File: src/rtl/pru_pkg.sv
// Shared types, constants and helper functions of the PNG row unfilter.
package pru_pkg;

   // default sizes of the row store and of the left-neighbor history
   localparam int MAX_ROW_BYTES_DEF   = 8192;
   localparam int MAX_PIXEL_BYTES_DEF = 8;

   // field widths of the configuration registers
   localparam int COLORS_W  = 3;
   localparam int BPC_W     = 5;
   localparam int COLUMNS_W = 14;

   // register reset values
   localparam logic [COLORS_W-1:0]  COLORS_RST  = COLORS_W'(1);
   localparam logic [BPC_W-1:0]     BPC_RST     = BPC_W'(8);
   localparam logic [COLUMNS_W-1:0] COLUMNS_RST = COLUMNS_W'(1);

   // CSR bus geometry: three 32-bit registers at byte addresses 0, 4, 8
   localparam int CSR_ADDR_W = 4;
   localparam int CSR_DATA_W = 32;

   typedef enum logic [1:0] {
      CSR_COLORS  = 2'd0,
      CSR_BPC     = 2'd1,
      CSR_COLUMNS = 2'd2
   } csr_index_type;

   typedef enum logic [2:0] {
      FLT_NONE  = 3'd0,
      FLT_SUB   = 3'd1,
      FLT_UP    = 3'd2,
      FLT_AVG   = 3'd3,
      FLT_PAETH = 3'd4
   } filter_type;

   // Paeth predictor without forming p: |p-a|=|b-c|, |p-b|=|a-c|, |p-c|=|a+b-2c|
   function automatic logic [7:0] paeth_pred(input logic [7:0] a, input logic [7:0] b,
                                             input logic [7:0] c);
      logic [9:0] pa;
      logic [9:0] pb;
      logic [9:0] pc;
      logic [9:0] sum_ab;
      logic [9:0] two_c;
      pa = (b > c) ? ({2'b00, b} - {2'b00, c}) : ({2'b00, c} - {2'b00, b});
      pb = (a > c) ? ({2'b00, a} - {2'b00, c}) : ({2'b00, c} - {2'b00, a});
      sum_ab = {2'b00, a} + {2'b00, b};
      two_c  = {1'b0, c, 1'b0};
      pc = (sum_ab > two_c) ? (sum_ab - two_c) : (two_c - sum_ab);
      if (pa <= pb && pa <= pc) begin
         return a;
      end else if (pb <= pc) begin
         return b;
      end else begin
         return c;
      end
   endfunction

endpackage

File: src/rtl/pru_cfg.sv
// CSR block: image geometry registers and the derived row and pixel byte counts.
module pru_cfg #(
   parameter int MAX_ROW_BYTES   = pru_pkg::MAX_ROW_BYTES_DEF,
   parameter int MAX_PIXEL_BYTES = pru_pkg::MAX_PIXEL_BYTES_DEF,
   localparam int RW = $clog2(MAX_ROW_BYTES + 1),
   localparam int PW = $clog2(MAX_PIXEL_BYTES + 1)
) (
   input  logic                            clock,
   input  logic                            reset,
   input  logic                            csr_psel,
   input  logic                            csr_penable,
   input  logic                            csr_pwrite,
   input  logic [pru_pkg::CSR_ADDR_W-1:0]  csr_paddr,
   input  logic [pru_pkg::CSR_DATA_W-1:0]  csr_pwdata,
   output logic [pru_pkg::CSR_DATA_W-1:0]  csr_prdata,
   output logic                            csr_pready,
   output logic [RW-1:0]                   row_bytes,
   output logic [PW-1:0]                   pixel_bytes
);

   import pru_pkg::*;

   logic [COLORS_W-1:0]  colors_ff;
   logic [BPC_W-1:0]     bpc_ff;
   logic [COLUMNS_W-1:0] columns_ff;
   logic [RW-1:0]        row_bytes_ff;
   logic [RW-1:0]        row_bytes_in;
   logic [PW-1:0]        pixel_bytes_ff;
   logic [PW-1:0]        pixel_bytes_in;

   csr_index_type        wr_index;
   logic                 wr_fire;
   logic [7:0]           comp_bits;
   logic [21:0]          row_bits;
   logic [19:0]          row_len;
   logic [4:0]           pix_len;

   assign csr_pready = 1'b1;
   assign wr_fire    = csr_psel && csr_penable && csr_pwrite && csr_pready;
   assign wr_index   = csr_index_type'(csr_paddr[3:2]);

   always_ff @(posedge clock) begin
      if (reset) begin
         colors_ff  <= COLORS_RST;
         bpc_ff     <= BPC_RST;
         columns_ff <= COLUMNS_RST;
      end else if (wr_fire) begin
         case (wr_index)
            CSR_COLORS:  colors_ff  <= csr_pwdata[COLORS_W-1:0];
            CSR_BPC:     bpc_ff     <= csr_pwdata[BPC_W-1:0];
            CSR_COLUMNS: columns_ff <= csr_pwdata[COLUMNS_W-1:0];
            default: ;
         endcase
      end
   end

   always_comb begin
      case (wr_index)
         CSR_COLORS:  csr_prdata = CSR_DATA_W'(colors_ff);
         CSR_BPC:     csr_prdata = CSR_DATA_W'(bpc_ff);
         CSR_COLUMNS: csr_prdata = CSR_DATA_W'(columns_ff);
         default:     csr_prdata = '0;
      endcase
   end

   // byte counts, rounded up and clipped to the store sizes
   always_comb begin
      comp_bits = 8'(colors_ff) * 8'(bpc_ff);
      row_bits  = 22'(comp_bits) * 22'(columns_ff);
      row_len   = 20'((23'(row_bits) + 23'd7) >> 3);
      pix_len   = 5'((9'(comp_bits) + 9'd7) >> 3);
      if (32'(row_len) > 32'(MAX_ROW_BYTES)) begin
         row_bytes_in = RW'(MAX_ROW_BYTES);
      end else begin
         row_bytes_in = RW'(row_len);
      end
      if (32'(pix_len) > 32'(MAX_PIXEL_BYTES)) begin
         pixel_bytes_in = PW'(MAX_PIXEL_BYTES);
      end else begin
         pixel_bytes_in = PW'(pix_len);
      end
   end

   always_ff @(posedge clock) begin
      if (reset) begin
         row_bytes_ff   <= RW'(1);
         pixel_bytes_ff <= PW'(1);
      end else begin
         row_bytes_ff   <= row_bytes_in;
         pixel_bytes_ff <= pixel_bytes_in;
      end
   end

   assign row_bytes   = row_bytes_ff;
   assign pixel_bytes = pixel_bytes_ff;

endmodule

File: config.mk
export PLATFORM = sky130hd
export DESIGN_NAME = pru_cfg
export DESIGN_NICKNAME = d
export VERILOG_FILES = /design/src/rtl/pru_pkg.sv /design/src/rtl/pru_cfg.sv
export SDC_FILE = /design/constraint.sdc
export NUM_CORES = 1
export LEC_CHECK = 0
export BUFFER_PORTS_ARGS = -buffer_cell sky130_fd_sc_hd__buf_2
export CAP_MARGIN = 0
export CORE_MARGIN = 10
export CORE_UTILIZATION = 30
export DETAILED_ROUTE_END_ITERATION = 7
export GPL_TIMING_DRIVEN = 1
export SLEW_MARGIN = 20
export SYNTH_ARGS = -nofsm -noshare
export SYNTH_HDL_FRONTEND = slang
export SYNTH_SLANG_ARGS = --single-unit
File: constraint.sdc
create_clock -name clock -period 8.7 [get_ports clock]
set_input_delay 0.87 -clock clock [delete_from_list [all_inputs] [get_ports clock]]
set_output_delay 0.87 -clock clock [all_outputs]
set_load 0.01 [all_outputs]
### Yosys cells after proc, flatten, opt, wreduce, memory -nomap -nowiden

Index checks and enable logic that the tools add are counted.

* bits of input ports: 41
* register bits: 40

* multiplexer cells: 3
* multiply operators: 2
* equal/unequal tests: 2
* $add $sub $neg: 2
* reduce and logical (&&, ||, !) cells: 8
* magnitude comparators: 2

Operators by type and width (number)
* $pmux 14 s3: 1
* $add 22x3->23 const B: 1
* $mul 8x14->22: 1
* $gt 20x14->1 const B: 1
* $mux 14: 1
* $add 8x3->8 const B: 1
* $mul 3x5->8: 1
* $reduce_and 2->1: 3
* $gt 5x4->1 const B: 1
* $mux 4: 1
* $reduce_or 2->1: 2
* $eq 2x1->1 const B: 1
* $eq 2x2->1 const B: 1
* $logic_and 1x1->1: 2
* $logic_not 2->1: 1

### Logic depth before layout (Yosys ltp)

Gate-level depths: netlist of run 1.

* depth after elaboration: 5
* mapped depth: 31

### Worst setup path after synthesis of run 1

Ideal clock, no wire load.

* path type: reg-to-reg
* start: register colors_ff[0]
* end: register row_bytes_ff[6], in the netlist row_bytes[6]
* arrival: 7.423 ns
* required time: 8.612 ns
* clock period less this slack: 7.511 ns
* buffers on the path: 3
* setup slack: 1.189 ns
* library setup time: 0.088 ns
* cell stages (with the launch flop): 30
* path through: dfxtp_1 > clkbuf_1 > nand2_1 > fa_1 > inv_1 > ha_1 > fa_1 > a21oi_1 > nor2_1 > nor2_1 > xnor2_1 > clkbuf_1 > nand2_1 > fa_1 > fa_1 > inv_1 > fa_1 > inv_1 > fa_1 > inv_1 > ha_1 > clkbuf_1 > and3_1 > nand2_1 > a21oi_1 > a21oi_2 > xnor2_1 > or4_1 > o41a_4 > nor4b_2

* longest elaborated chain between the ends: 5

Ends and longest elaborated chain
* from (decl): line pru_cfg.sv:23 `logic [COLORS_W-1:0] colors_ff;`
* from (signal assigned): line pru_cfg.sv:49 `CSR_COLORS: colors_ff <= csr_pwdata[COLORS_W-1:0];`
* $mul 3x5->8 (*): line pru_cfg.sv:68 `comp_bits = 8'(colors_ff) * 8'(bpc_ff);`
* $mul 8x14->22 (*): line pru_cfg.sv:69 `row_bits = 22'(comp_bits) * 22'(columns_ff);`
* $add 22x3->23 (*): line pru_cfg.sv:70 `row_len = 20'((23'(row_bits) + 23'd7) >> 3);`
* $gt 20x14->1: line pru_cfg.sv:72 `if (32'(row_len) > 32'(MAX_ROW_BYTES)) begin`
* $reduce_or 2->1 (no line)
* to (signal assigned): line pru_cfg.sv:89 `row_bytes_ff <= row_bytes_in;`
* to (decl): line pru_cfg.sv:26 `logic [RW-1:0] row_bytes_ff;`

Every way passes the cells marked *; elsewhere a longest branch is shown, timed or not.
A chain may end at the register's enable or synchronous reset.

### Worst setup path in the final report of run 1

* start: register colors_ff[0]
* end: register row_bytes_ff[5], in the netlist row_bytes[5]

The elaborated chain is that of the path after synthesis.

==> reports/qor.txt, run 1 <==
Non-filler cells, final: 1014
Setup Viol. Count Final: 0
Clock transition at path regs: 70 ps
Initial antenna violation count: 0
Hold EP: bpc_ff[4]
Hold Fails Final Rpt: 0
Fin. max-slew vios: 0
Power Dens Cells: 71.2 mW/mm²
Main synth FF type: dfxtp_1
Hold crit path type: reg -> reg
DP Cell Count: 1006
Worst Slack Setup Final: 966 ps
Most frequent cells in the layout: nand2_1 (104), inv_1 (100), and2_1 (83)
Post-cts sizing count: 0
Worst reg2reg endpoint: row_bytes[5]
Number of global-route vias before repair: 4979
Syn Area/Cell: 8.28 µm²
Buffers on Ports: 52
Fin Setup TNS: 0 ps
CTS Root Buffer Type: clkbuf_16
Yosys cell types: 55
Clock power share: 49.7%
Drt first pass iters: 4
Gpl congestion: 0.796
Number of nets in the layout: 917
Unrepaired setup endpoints after global routing: false
Cell taking the most area after synthesis: fa_1
Via count: 4665
Max frequency: 129 MHz
Row count: 51
Most common cell after layout, fill and taps aside: nand2_1
Crit Reg-Reg Startpoint: colors_ff[0]
Top cell type's share of synthesized area: 25.2%
Min Tclk post-route: 7730 ps
CTS tree: done
Multiplexer area fraction after synthesis: 2.02%
FFs w/ async S/R, synth: 0%
Internal power: 0.346 mW
FF-to-FF path depth: 26
Post-layout util: 33.5%
Core ar.: 0.0195 mm²
Die width: 161 µm
Sequential Power Share: 40.7%
Switching part of the total power: 25.9%
CTS Buf Count: 5
VDD IR-drop max: 0.0703 mV
DRC Markers: 0
Post-synthesis xor/xnor area fraction: 3.67%
DRT iter0 DRCs: 222
# diodes: 0
# Post-CTS Setup Buffers: 0
Clk_lat worst skew: 290 ps
Placement Cell Area: 0.00637 mm²
Critical Path Source Type: flop
First-pass GRT wire length: 24900 µm
# clock sinks: 40
Status: finished, final reports clean
Hold Crit Depth: 2
Initial core utilization: 30.5%
Synth Area in Simple Gates: 22.8%
Max Cap Violations: 0
WP data arrival: 7930 ps
EDFF count, synth: 0
Worst-path fanout max: 17
Largest cells by area after synthesis: fa_1 (25%), dfxtp_1 (13%), ha_1 (11%), and2_1 (8.7%), nand2_1 (6.5%)
Hold WS: 567 ps
P_sw: 0.121 mW
Synthesized instance count: 720
Slew HR: 37.3%
Die Span Y: 161 µm
Syn-to-layout area delta: 9.89%
Mean routed wirelength per cell: 14.3 µm
Synthesized cell area: 0.00596 mm²
Largest net degree at the start of global routing: 34
Leakage Power: 3.09 nW
Combinational Power Share: 9.7%
H-tree levels: 2
Critical Path RT: 8900 ps
Reg-to-reg slack, setup: 970 ps
WL final: 14500 µm
CTS Buffer Depth: 2
Synth Area in Adders: 36.3%
#FFs+latches synth: 40
Post-route antenna net violation count: 0
Design area: 0.00655 mm²
Layout cell share with drive strength beyond 1: 10.3%
Setup crit end kind: flop
Sequential share of the synthesized area: 13.4%
Crit path kind: reg -> reg
HPWL after DPL: 11400 µm
Worst-margin pin slew: 938 ps
Power Total: 0.467 mW
Ys Warns: 0
Die area: 0.0259 mm²
GRT Util Overall: 11.3%
Remaining Overflow, GRT: 0
Io pins: 92
Largest family of logic cells by synthesized area: adder cells
Post-synthesis compound-gate area fraction: 10.5%
Setup Skew: 7.14 ps
Dpl ws: 994 ps
Crit share post-route: 88.9%
Hold-fix buffers, CTS: 0
Via density: 4.60
Hold path startpoint: bpc_ff[4]
-- power by group through the flow --
stage / clock network [mW] / registers (mW) / logic, mW
after floorplan: 0 / 0.192 / 0.0376
after global placement: 0 / 0.194 / 0.0445
after detailed placement: 0 / 0.194 / 0.0448
after CTS: 0.234 / 0.190 / 0.0450
after global routing: 0.241 / 0.190 / 0.0512
final: 0.232 / 0.190 / 0.0451
-- cell families after synthesis --
kind of cell | count (synthesis)
compound gates | 98
simple gates | 261
buf+inv | 154
flops | 40
xor+xnor | 25
fa+ha+maj | 128
mux | 12
other cells | 2
-- cell usage after synthesis (all sizes together) (3+ instances only) --
cell,number
a211o,3
nor3,6
o21ai,18
nand3,4
xnor2,14
nand4,7
inv,100
buf,25
and2,83
a21o,5
ha,53
nor4b,4
xor2,11
mux2i,12
clkbuf,29
nor2,21
o21a,4
and3,9
nor4,9
a21oi,47
nand2,104
fa,75
dfxtp,40
or3,4
-- worst max-delay path by stage --
stage               slack, ps    startpoint      endpoint  cells after the start
floorplan                1190  colors_ff[0]  row_bytes[6]                     29
global placement         1090  colors_ff[0]  row_bytes[6]                     26
detailed placement        990  colors_ff[0]  row_bytes[1]                     26
CTS                       970  colors_ff[0]  row_bytes[5]                     26
global route              550  colors_ff[0]  row_bytes[1]                     26
finish                    970  colors_ff[0]  row_bytes[5]                     26
-- state kept, by name, summed over array words and instances, names as in the netlist --
signal,count
columns_ff,14
row_bytes,14
bpc_ff,5
colors_ff,3
pixel_bytes,4
-- metal layers --
metal  wire length (µm)  global-route usage (%)
met3                961                    2.58
met2               5840                    17.0
met5                  0                       0
met4                 76                    1.20
met1               7620                    16.6
-- worst max-delay path, cell delays in order, from the launching register on --
cell and delay (ps):
dfxtp_1 560, nand2_1 150, fa_1 550, inv_1 60, ha_1 270, a21o_1 170
a21oi_1 230, o21bai_1 90, a21o_1 380, and2_1 280, fa_1 540, inv_1 60
fa_1 530, inv_1 50, fa_1 520, inv_1 50, fa_1 530, inv_1 40
ha_1 390, a21oi_1 250, o221ai_1 150, a21oi_1 250, xor2_1 230, nand2_1 60
or4_1 410, o41a_4 540, nor4_1 240
-- cell type report --
class	count	area (µm²)
Clock buffer	6	139
Clock inverter	2	38.8
Fill cell	2136	13000
Inverter	100	375
Multi-Input combinational cell	543	4560
Sequential cell	40	801
Tap cell	265	332
Timing Repair Buffer	58	305
Note: power is estimated with default switching activity, not from simulation.
==> run 2: changes to the inputs <==
--- a/config.mk
+++ b/config.mk
@@ -11,6 +11,7 @@
 export CORE_UTILIZATION = 30
 export DETAILED_ROUTE_END_ITERATION = 7
 export GPL_TIMING_DRIVEN = 1
+export PLACE_DENSITY = 0.55
 export SLEW_MARGIN = 20
 export SYNTH_ARGS = -nofsm -noshare
 export SYNTH_HDL_FRONTEND = slang
==> reports/qor.txt, run 2 (synthesized netlist as in run 1, its figures left out) <==
Die width: 161 µm (unchanged)
FF-to-FF path depth: 28 (+7.7%)
Initial core utilization: 30.5% (unchanged)
Hold Fails Final Rpt: 0 (unchanged)
Mean routed wirelength per cell: 13.8 µm (-3.7%)
Max frequency: 129 MHz (-0.49%)
Die Span Y: 161 µm (unchanged)
# diodes: 0 (unchanged)
# clock sinks: 40 (unchanged)
Core ar.: 0.0195 mm² (unchanged)
Fill count: 2155 (+0.89%)
Number of global-route vias before repair: 4922 (-1.1%)
Largest net degree at the start of global routing: 34 (unchanged)
Hold path startpoint: bpc_ff[4]
Buffers on Ports: 52 (unchanged)
Slew HR: 25.3% (-12 points)
Worst-margin pin slew: 1120 ps (+180 ps)
Crit path kind: reg -> reg
VDD IR-drop max: 0.0658 mV (-6.4%)
Critical Path Source Type: flop
Io pins: 92 (unchanged)
Placement Cell Area: 0.00637 mm² (unchanged)
Via density: 4.52 (-1.8%)
First-pass GRT wire length: 24700 µm (-0.75%)
Most common cell after layout, fill and taps aside: nand2_1
Clock power share: 48.2% (-1.5 points)
P_sw: 0.114 mW (-5.4%)
Worst-path fanout max: 12 (-5)
Crit Reg-Reg Startpoint: bpc_ff[0]
CTS Root Buffer Type: clkbuf_16
Setup crit end: row_bytes[6]
Most frequent cells in the layout: nand2_1 (104), inv_1 (100), and2_1 (83)
Switching part of the total power: 25.2% (-0.62 points)
Max Cap Violations: 0 (unchanged)
WL final: 14000 µm (-3.7%)
Combinational Power Share: 9.9% (+0.2 points)
Dpl ws: 983 ps (-10.9 ps)
Fin. max-slew vios: 0 (unchanged)
Worst reg2reg endpoint: row_bytes[6]
# Post-CTS Setup Buffers: 0 (unchanged)
Clk_lat worst skew: 290 ps (about the same)
GRT Util Overall: 11.2% (-0.098 points)
HPWL after DPL: 11400 µm (+0.27%)
Unrepaired setup endpoints after global routing: false
Hold crit path type: reg -> reg
CTS Buf Count: 5 (unchanged)
Drt first pass iters: 4 (unchanged)
Remaining Overflow, GRT: 0 (unchanged)
Syn-to-layout area delta: 9.78% (about the same)
Sequential Power Share: 41.9% (+1.2 points)
Layout cell share with drive strength beyond 1: 10.3% (unchanged)
CTS tree: done
Die area: 0.0259 mm² (unchanged)
Leakage Power: 3.08 nW (-0.26%)
Gpl congestion: 0.797 (about the same)
Slowest cell on crit path: dfxtp_1
Internal power: 0.338 mW (-2.2%)
Initial antenna violation count: 0 (unchanged)
Critical path buffers and inverters: 6 (+1)
Fin Setup TNS: 0 ps (unchanged)
DRC Markers: 0 (unchanged)
Hold-fix buffers, CTS: 0 (unchanged)
Number of nets in the layout: 917 (unchanged)
Power Total: 0.452 mW (-3.0%)
Critical Path RT: 8900 ps (about the same)
Crit share post-route: 89.3% (+0.44 points)
DRT iter0 DRCs: 194 (-13%)
Cell mode on critical path: fa_1
CTS Buffer Depth: 2 (unchanged)
Worst path top cell family by delay: adder cells
Worst Slack Setup Final: 928 ps (-38.0 ps)
Post-layout util: 33.5% (about the same)
Setup crit end kind: flop
Reg-to-reg slack, setup: 930 ps (-40 ps)
Status: finished, final reports clean
Power Dens Cells: 69.1 mW/mm² (-2.9%)
Setup Viol. Count Final: 0 (unchanged)
Row count: 51 (unchanged)
Post-route antenna net violation count: 0 (unchanged)
Post-cts sizing count: 0 (unchanged)
WP data arrival: 7970 ps (+40 ps)
Setup crit start: bpc_ff[0]
Clock transition at path regs: 70 ps (about the same)
Setup Skew: 6.95 ps (-0.196 ps)
Crit path depth: 28 (+7.7%)
Slowest Stage Delay on Critical Path: 590 ps (+30 ps)
Via count: 4581 (-1.8%)
Design area: 0.00654 mm² (about the same)
Min Tclk post-route: 7770 ps (+38.0 ps)
H-tree levels: 2 (unchanged)
run 2: cell count changes in the layout (fill, tap and decap cells not counted):
cell | previous run | this run
clkbuf_8 | 1 | 0
clkinv_4 | 1 | 0
clkinvlp_4 | 0 | 1
inv_6 | 0 | 1
run 2: cell type report:
cell class              count  area, µm²  share of cell area, %
clock inverters             3       46.3                  0.707
multi-input cells         543       4560                   69.7
clock buffers               5        125                   1.91
repair buffers             58        305                   4.67
inverters                 100        375                   5.74
flip-flops and latches     40        801                   12.2
well taps                 265        332                   5.07
run 2: stage by stage:
step / cells / hold WS [ps]
floorplan: 737 / 501
finish: 1014 / 578
CTS: 1014 / 578
global placement: 1006 / 556
global route: 1014 / 615
detailed placement: 1006 / 562
run 2: worst min path at each step:
| stage | to | slack [ps] | cells past startpoint |
|---|---|---|---|
| floorplan | columns_ff[5] | 500 | 2 |
| global placement | bpc_ff[3] | 560 | 2 |
| detailed placement | bpc_ff[3] | 560 | 2 |
| global route | bpc_ff[4] | 610 | 2 |
| CTS | bpc_ff[4] | 580 | 2 |
| finish | bpc_ff[4] | 580 | 2 |
run 2: power groups by stage:
stage	Clock [mW]	Combinational (mW)	Sequential, mW
floorplan	0	0.0376	0.192
global placement	0	0.0449	0.194
finish	0.218	0.0450	0.189
global route	0.231	0.0516	0.190
CTS	0.225	0.0454	0.189
detailed placement	0	0.0452	0.194
run 2: tightest hold or removal path: cells and delay by family, from the launching register on:
kind	cells	cell delay, ps
flip-flops	1	350
AND/OR/NAND/NOR	1	50
multiplexers	1	140
run 2: metal layers:
layer  up-vias  global-route usage (%)  routed length (µm)
li1       2317                       -                   -
met1      2173                    16.1                7380
met2        85                    17.4                5890
met3         6                    2.35                 624
met4         0                    1.24                  61
met5         -                       0                   0
==> run 3: changes to the inputs <==
--- a/config.mk
+++ b/config.mk
@@ -7,6 +7,7 @@
 export LEC_CHECK = 0
 export BUFFER_PORTS_ARGS = -buffer_cell sky130_fd_sc_hd__buf_2
 export CAP_MARGIN = 0
+export CORE_ASPECT_RATIO = 2
 export CORE_MARGIN = 10
 export CORE_UTILIZATION = 30
 export DETAILED_ROUTE_END_ITERATION = 7
==> reports/qor.txt, run 3 (synthesized netlist as in run 1, its figures left out) <==
Status: finished, final reports clean
CTS tree: done
Leakage Power: 3.13 nW (+1.4%)
Worst-path fanout max: 17 (+5)
Largest net degree at the start of global routing: 34 (unchanged)
Power Dens Cells: 77.4 mW/mm² (+12%)
Die width: 120 µm (-26%)
Most frequent cells in the layout: nand2_1 (104), inv_1 (100), and2_1 (83)
# clock sinks: 40 (unchanged)
Clk_lat worst skew: 290 ps (about the same)
First-pass GRT wire length: 25500 µm (+3.2%)
Initial core utilization: 30.6% (+0.11 points)
Post-cts sizing count: 0 (unchanged)
Io pins: 92 (unchanged)
Critical Path Source Type: flop
GRT Util Overall: 11.9% (+0.63 points)
Clock transition at path regs: 60 ps (about the same)
HPWL after DPL: 12600 µm (+10%)
Dpl ws: 743 ps (-240 ps)
Hold-fix buffers, CTS: 0 (unchanged)
Initial antenna violation count: 0 (unchanged)
WP data arrival: 8160 ps (+190 ps)
Mean routed wirelength per cell: 15.3 µm (+11%)
Fin. max-slew vios: 0 (unchanged)
Post-route antenna net violation count: 0 (unchanged)
# Post-CTS Setup Buffers: 0 (unchanged)
Slew HR: 31.1% (+5.8 points)
Worst-margin pin slew: 1030 ps (-86.8 ps)
CTS Root Buffer Type: clkbuf_16
Layout cell share with drive strength beyond 1: 10.5% (+0.27 points)
Most common cell after layout, fill and taps aside: nand2_1
CTS Buf Count: 5 (unchanged)
Unrepaired setup endpoints after global routing: false
Core ar.: 0.0195 mm² (-0.35%)
Gpl congestion: 0.831 (+4.3%)
Number of global-route vias before repair: 5110 (+3.8%)
Slowest cell on crit path: dfxtp_1
Max frequency: 126 MHz (-2.4%)
VDD IR-drop max: 0.0706 mV (+7.2%)
Number of nets in the layout: 917 (unchanged)
Drt first pass iters: 4 (unchanged)
Crit share post-route: 91.5% (+2.2 points)
Crit path kind: reg -> reg
# diodes: 0 (unchanged)
Row count: 72 (+41%)
H-tree levels: 2 (unchanged)
Via count: 4801 (+4.8%)
DRC Markers: 0 (unchanged)
WL final: 15500 µm (+11%)
Die Span Y: 219 µm (+36%)
Slowest Stage Delay on Critical Path: 550 ps (-40 ps)
Worst Slack Setup Final: 740 ps (-188 ps)
Setup Viol. Count Final: 0 (unchanged)
CTS Buffer Depth: 2 (unchanged)
Max Cap Violations: 0 (unchanged)
Hold crit path type: reg -> reg
Setup Skew: 6.57 ps (-0.374 ps)
Min Tclk post-route: 7960 ps (+188 ps)
Die area: 0.0262 mm² (+1.3%)
Fin Setup TNS: 0 ps (unchanged)
Hold Fails Final Rpt: 0 (unchanged)
DRT iter0 DRCs: 128 (-34%)
Syn-to-layout area delta: 10.6%
Remaining Overflow, GRT: 0 (unchanged)
Power Total: 0.510 mW (+13%)
Critical Path RT: 8900 ps (about the same)
Setup crit end kind: flop
Buffers on Ports: 52 (unchanged)
Via density: 4.76 (+5.4%)
## run 3: changes by cell type in the layout (fill, tap and decap cells not counted)
cell / before / now
clkinvlp_4: 1 / 0
xnor2_1: 14 / 12
xnor2_2: 0 / 2
bufinv_16: 1 / 3
inv_6: 1 / 0
## run 3: metal layers
| metal | track usage, % | up-vias | wire [µm] |
|---|---|---|---|
| li1 | - | 2323 | - |
| met1 | 12.1 | 2345 | 6150 |
| met2 | 23.4 | 104 | 8390 |
| met3 | 1.44 | 29 | 391 |
| met4 | 4.89 | 0 | 516 |
| met5 | 0 | - | 0 |
## run 3: final cells by class
cell class	instances	area [µm²]
Fill cell	2117	12900
Multi-Input combinational cell	543	4570
Sequential cell	40	801
Inverter	100	375
Tap cell	259	324
Timing Repair Buffer	58	305
Clock buffer	5	125
Clock inverter	3	90.1
## run 3: power by group
group	internal [mW]	switching, mW
sequential	0.186	0.00399
combinational	0.0160	0.0301
clock	0.194	0.0809
## run 3: through the flow
step | area (µm²) | utilization (%) | instances | hold WS (ps)
5_1_grt | 6600 | 33.9 | 1008 | 601
6_report | 6600 | 33.9 | 1008 | 570
3_5_place_dp | 6380 | 32.8 | 1000 | 563
3_3_place_gp | 6380 | 32.8 | 1000 | 550
4_1_cts | 6600 | 33.9 | 1008 | 571
2_1_floorplan | 6020 | - | 737 | 501
## run 3: worst max-delay path: cells and delay by family (launching register included)
kind,cells,cell delay (ps)
XOR/XNOR,1,220
AO/OA/AOI/OAI,8,2240
flip-flops,1,550
adder cells (fa/ha/maj),7,3340
AND/OR/NAND/NOR,5,1220
buffers and inverters,5,260
## run 3: worst paths after layout
check | startpoint | to | slack [ps] | cells past startpoint
setup / recovery | colors_ff[0] | row_bytes[1] | 740 | 26
hold / removal | bpc_ff[4] | bpc_ff[4] | 570 | 2
setup reg to reg | colors_ff[0] | row_bytes[1] | 740 | 26
hold reg to reg | bpc_ff[4] | bpc_ff[4] | 570 | 2
